`config.mk`:
```
export PLATFORM = sky130hd
export DESIGN_NAME = csgl_cell
export DESIGN_NICKNAME = d
export VERILOG_FILES = /design/src/sv/csgl_pkg.sv /design/src/sv/csgl_cell.sv
export SDC_FILE = /design/constraint.sdc
export NUM_CORES = 1
export LEC_CHECK = 0
export BUFFER_PORTS_ARGS = -buffer_cell sky130_fd_sc_hd__buf_2
export CAP_MARGIN = 10
export CORE_ASPECT_RATIO = 1.25
export CORE_UTILIZATION = 55
export CTS_CLUSTER_DIAMETER = 100
export CTS_CLUSTER_SIZE = 8
export DETAILED_ROUTE_END_ITERATION = 16
export GPL_ROUTABILITY_DRIVEN = 0
export PLACE_DENSITY = 0.84
export SKIP_LAST_GASP = 1
export SYNTH_ARGS = -nofsm -noshare
export SYNTH_HDL_FRONTEND = slang
export SYNTH_SLANG_ARGS = --single-unit
```
`constraint.sdc`:
```
create_clock -name clk -period 3.9 [get_ports clk]
set_clock_uncertainty 0.05 [all_clocks]
set_input_delay 0.78 -clock clk [delete_from_list [all_inputs] [get_ports clk]]
set_output_delay 0.78 -clock clk [all_outputs]
set_load 0.005 [all_outputs]
```
`src/sv/csgl_pkg.sv`:
```
// csgl_pkg: shared types and constants for the segment glyph lookup block.
// No dependencies; included first by every other file except csgl_out_if.
package csgl_pkg;

  localparam int SEGMENTS = 64;             // cells in the chain, one entry each
  localparam int CNT_W    = 7;              // segment_count register width
  localparam int IDX_W    = 6;              // entry_index field width
  localparam int ADDR_W   = 3;              // APB byte address, two 32-bit registers

  localparam logic [31:0] NO_GLYPH = 32'hFFFF_FFFF;

  // request codes
  localparam logic REQ_WRITE  = 1'b0;
  localparam logic REQ_LOOKUP = 1'b1;

  // status codes
  localparam logic [1:0] ST_FOUND  = 2'd0;
  localparam logic [1:0] ST_MISS   = 2'd1;
  localparam logic [1:0] ST_BAD_VS = 2'd2;

  // register indexes (paddr[2])
  localparam logic REG_FORMAT = 1'b0;
  localparam logic REG_COUNT  = 1'b1;

  // lookup token travelling down the chain
  typedef struct packed {
    logic        valid;
    logic        bad;     // unsupported selector, passes untouched
    logic        hit;     // matched in an earlier cell
    logic [31:0] cp;
    logic [31:0] glyph;
  } token_t;

  // entry data broadcast to all cells on a write
  typedef struct packed {
    logic [31:0] start;
    logic [31:0] stop;
    logic [31:0] value;
    logic        flag;
  } seg_wr_t;

  // per-cell control
  typedef struct packed {
    logic wr_en;    // this cell is the write target
    logic active;   // cell index below segment_count
    logic fmt12;    // format 12 mode
    logic adv;      // chain advances this cycle
  } cell_ctrl_t;

endpackage

```
`src/sv/csgl_cell.sv`:
```
// csgl_cell: one segment entry plus one token stage of the lookup chain.
// Depends on csgl_pkg.
module csgl_cell (
  input  logic                 clk,
  input  logic                 rst_n,
  input  csgl_pkg::cell_ctrl_t ctrl,
  input  csgl_pkg::seg_wr_t    wr,
  input  csgl_pkg::token_t     tok_in,
  output csgl_pkg::token_t     tok_r
);
  import csgl_pkg::*;

  logic [31:0] start_r;
  logic [31:0] end_r;
  logic [31:0] off_r;    // value - start, format 12 offset
  logic [15:0] dlt_r;    // format 4 delta
  logic        flag_r;
  logic        match;
  token_t      tok_nxt;

  // entry storage, undefined until written
  always_ff @(posedge clk) begin
    if (ctrl.wr_en) begin
      start_r <= wr.start;
      end_r   <= wr.stop;
      off_r   <= wr.value - wr.start;
      dlt_r   <= wr.value[15:0];
      flag_r  <= wr.flag;
    end
  end

  always_comb begin
    match = tok_in.valid && !tok_in.bad && !tok_in.hit && ctrl.active &&
            (tok_in.cp >= start_r) && (tok_in.cp <= end_r) &&
            (ctrl.fmt12 || !flag_r);
    tok_nxt = tok_in;
    if (match) begin
      tok_nxt.hit = 1'b1;
      if (ctrl.fmt12) begin
        tok_nxt.glyph = tok_in.cp + off_r;
      end else begin
        tok_nxt.glyph = {16'h0000, tok_in.cp[15:0] + dlt_r};
      end
    end
  end

  always_ff @(posedge clk) begin
    if (!rst_n) begin
      tok_r <= '0;
    end else if (ctrl.adv) begin
      tok_r <= tok_nxt;
    end
  end

endmodule

```
---- Word level (Yosys, flattened, before mapping) ----
Cells that the tools add are included.
word-level totals
  register bits ........................... 180
  input port bits ......................... 170
  output and inout port bits .............. 67
operators by class
  add/sub/neg operators ................... 3
  $lt $le $gt $ge ......................... 2
  multiplexer cells ....................... 3
  reduce and logical (&&, ||, !) cells .... 10
operator list
  kind               count
  $mux 32            2
  $add 32x32->32     1
  $ge 32x32->1       1
  $le 32x32->1       1
  $sub 32x32->32     1
  $add 16x16->16     1
  $logic_and 1x1->1  6
  $logic_not 1->1    3
  $logic_or 1x1->1   1
  $mux 1             1

---- Depth between registers and ports, before layout ----
  depth in word-level cells ............... 8
  depth in mapped cells ................... 13
  depth with buffers taken out ............ 13

---- Least setup slack after synthesis ----
No wires, ideal clock.
  path type ............................... input to register
  start ................................... input tok_in[32] (netlist name)
  end ..................................... register tok_r[30] (netlist name)
  setup time .............................. 0.077 ns
  arrival time ............................ 3.128 ns
  data required time ...................... 3.773 ns
  slack ................................... 0.645 ns
  stages .................................. 13
  buffers on the path ..................... 0
  path through ............................ ha_1 > inv_1 > fa_1 > nand2b_1 > a21oi_2 > a21oi_1 > a211oi_2 > a31oi_1 > o21a_1 > a2111o_1 > mux2i_1 > nand3_1 > a41oi_2
between the ends
  longest elaborated chain between the ends .. 5
  elaborated cells between the ends (all ways) .. 8
  classes of those cells .................. add/sub (1); order compare (2); mux (2); reduce/logical (3)
ends and longest elaborated chain
  what                            RTL line         text
  start, declared                 csgl_cell.sv:8   input csgl_pkg::token_t tok_in,
  $ge 32x32->1                    csgl_cell.sv:34  (tok_in.cp >= start_r) && (tok_in.cp <= end_r) &&
  $logic_and 1x1->1               csgl_cell.sv:33  match = tok_in.valid && !tok_in.bad && !tok_in.hit && ctrl.active &&
  $logic_and 1x1->1 (2 in a row)  csgl_cell.sv:34
  $mux 32 (*)                     csgl_cell.sv:37  if (match) begin
  end signal, assigned            csgl_cell.sv:51  tok_r <= tok_nxt;
  end, declared                   csgl_cell.sv:9   output csgl_pkg::token_t tok_r
Every way passes the cells marked *; elsewhere a longest branch is shown, timed or not.
A chain may end at the register's enable or synchronous reset.

---- Worst setup path in the final report ----
  start ................................... input tok_in[33] (netlist name)
  end ..................................... register tok_r[31] (netlist name)
The elaborated chain is that of the path after synthesis.

==> run metrics <==
HP Class=register to register; CTS Sinks=180; Avg Vias per Cell=5.92; HPWL after DPL=24.1 mm; GRT Residual Overflow=0; CP required=4.20 ns; Final #Nets=1759; H-tree levels=4; Startpoint Class=primary input; top_reg_cell synth=edfxtp_1; fin crit period=3.36 ns; IO Count=237; Comb power frac=0.287; clk buf depth=2; Hold Fails Final Rpt=0; pwr/cell area=402 nW/um^2; RSZ-0062 raised after global routing=false; # rows=59; Die W=133 um; CP delay by family, top=compound AO/OA/AOI/OAI gates; Setup TNS=0 ns; layout cells sized above 1=0.212; P_leak=6.68 nW; Layout area overhead=18.2%; crit path cell chain=buf_2 > ha_1 > a21oi_1 > nor2_1 > o31a_1 > o31ai_1 > a211oi_1 > o211ai_1 > a21oi_1 > mux2i_1 > nand3_1 > a311oi_1; CORE AREA=20800 um^2; Crit. End Element=register; die area=21900 um^2; worst vdd ir=0.327 mV; max_cap viols=0; DR WL/cell=18.1 um; CTS clk-pin slew, worst paths=0.08 ns; Inserted Clock Buffers=17; fill count=1600; Netlist cell types=71; fin worst setup slack=0.542 ns; worst slew pin tran=0.696 ns; worst slack, placed=0.146 ns; switching power total=1.82 mW; Net Sw Frac=0.328; Synth Warn #=0; routed vias=10300; synthesized flop and latch total=180; Arrival @ worst endpoint=3.66 ns; Final ANT Viol Nets=0; final WL=31.4 mm; Clock Latency Late Sink=0.44 ns; CP Buf/Inv Count=1; Async SR Flop Fraction=0; first-pass GRT wire length=48.8 mm; sequential share of power=0.409; TritonCTS clock tree=built; Starting Density=0.563; Post-synth EDFFs=113; number of port buffers=236; crit path max-delay cell type=o31ai_1; largest area contributor in the netlist=edfxtp_1; hold_buf cts=0; Tot Pwr=5.56 mW; drt drc=0; Slew headroom=0.536; critical path's largest stage delay=0.47 ns; period utilization=0.861; Synth Net Count=1518; 1st-iter DRT viols=769; Yosys top cell area share=0.290; endpoints failing setup=0; Root Buffer Master=clkbuf_16; GRT Overall Usage=0.285; largest net degree at the start of global routing=65; crit path kind=primary input to register; main area contributors after synthesis=edfxtp_1, ha_1, dfxtp_1; status=complete, no violations; TritonRoute pass-1 iters=7; vias in the first global route=9840; fmax=298 MHz; clock share of power=0.303; max-slew violation count=0; Synth Instances=1204; cell mode on critical path=a21oi_1; post-synthesis sequential area ratio=0.404; crit path max fanout=6; setup bufs post-CTS=0; die height=165 um; Pint=3.74 mW; Mapped Area=11700 um^2; post-cts resize count=0; Mean Syn Cell Area=9.73 um^2; initial antenna violation count=3
-- flip-flops by register name, indices dropped and copies added, names as in the netlist --
name     flops
dlt_r       16
end_r       32
flag_r       1
off_r       32
start_r     32
tok_r       67
-- through the flow --
step                      std cells  utilization  instance area (um^2)  hold WS, ns
after CTS                      1732        0.665                 13800        0.421
after global routing           1735        0.665                 13800        0.448
after detailed placement       1700        0.637                 13300        0.412
after floorplan                1204            -                 11700        0.408
after global placement         1700        0.637                 13300        0.398
final                          1735        0.665                 13800        0.425
-- kinds of logic (layout without fill, tap and decap cells) --
kind of cell | count (synthesis) | after routing | share of synthesized area
mux | 39 | 39 | 0.0333
flops | 180 | 180 | 0.404
compound gates | 328 | 328 | 0.188
fa+ha+maj | 144 | 144 | 0.156
simple gates | 307 | 307 | 0.129
other cells | 0 | 3 | 0
xor+xnor | 54 | 54 | 0.0404
buf+inv | 152 | 406 | 0.0493
-- cells in the final DEF, fill, tap and decap left out, drive strengths merged, types with 4 or more instances in the layout --
| cell type | n |
|---|---|
| o31a | 4 |
| nand2 | 59 |
| clkinvlp | 4 |
| and2 | 9 |
| xor2 | 14 |
| clkinv | 6 |
| nand3 | 41 |
| and3 | 7 |
| a211oi | 19 |
| nor3 | 14 |
| o21bai | 5 |
| a211o | 4 |
| or3 | 7 |
| o21ai | 56 |
| nor2 | 98 |
| nor4 | 5 |
| ha | 141 |
| a311oi | 10 |
| dfxtp | 67 |
| a31oi | 16 |
| a21boi | 4 |
| or2 | 5 |
| nor2b | 16 |
| nand4 | 21 |
| o31ai | 7 |
| nand2b | 13 |
| o211ai | 13 |
| inv | 127 |
| buf | 252 |
| a221oi | 4 |
| xnor2 | 40 |
| edfxtp | 113 |
| mux2i | 39 |
| a21oi | 91 |
| clkbuf | 17 |
| o21a | 18 |
| a21o | 61 |
-- worst reg2reg max path, stage by stage, from the launching register on --
cell,delay [ns]
edfxtp_1,0.41
ha_1,0.28
a21oi_1,0.22
nor2_1,0.10
o31a_1,0.35
o31ai_1,0.47
a211oi_1,0.23
o211ai_1,0.32
a21oi_1,0.16
mux2i_1,0.22
nand3_1,0.10
a311oi_1,0.27
-- per-layer routing --
| layer | global-route usage | part of all wire | routed length, um |
|---|---|---|---|
| met5 | 0 | 0 | 0 |
| met4 | 0.118 | 0.034 | 1050 |
| met3 | 0.0394 | 0.071 | 2240 |
| met2 | 0.491 | 0.48 | 15100 |
| met1 | 0.359 | 0.41 | 13000 |
-- final cells by class --
type | count | area, um^2 | share of cell area
clock inverters | 15 | 146 | 0.0106
flip-flops and latches | 180 | 4730 | 0.342
repair buffers | 252 | 1330 | 0.0961
clock buffers | 17 | 425 | 0.0307
multi-input cells | 872 | 6400 | 0.462
well taps | 274 | 343 | 0.0248
inverters | 122 | 458 | 0.0331
diodes | 3 | 7.51 | 0.000542
-- worst paths after layout --
| kind | depth (start not counted) | to | startpoint | slack, ns |
|---|---|---|---|---|
| worst max-delay path | 12 | tok_r[31] | tok_in[33] | 0.54 |
| worst min-delay path | 2 | tok_r[2] | tok_r[2] | 0.43 |
| worst max register to register | 11 | tok_r[31] | off_r[1] | 0.63 |
| worst min register to register | 2 | tok_r[2] | tok_r[2] | 0.43 |
-- power by group through the flow --
stage	clock network (mW)	logic, mW	registers, mW
floorplan	0	1.06	2.30
global placement	0	1.51	2.31
detailed placement	0	1.55	2.32
CTS	1.70	1.57	2.28
global route	1.77	1.76	2.29
finish	1.69	1.60	2.28
-- cells in the mapped netlist (16+ instances only) --
cell type,instances
nand3_1,39
nand2_1,59
xnor2_1,40
inv_1,121
a21o_1,60
nor2b_1,16
nor2_1,96
ha_1,141
mux2i_1,39
clkbuf_1,20
o21a_1,18
nand4_1,21
a31oi_1,16
dfxtp_1,67
o21ai_0,48
a211oi_1,17
a21oi_1,88
edfxtp_1,113
Note: power is estimated with default switching activity, not from simulation.
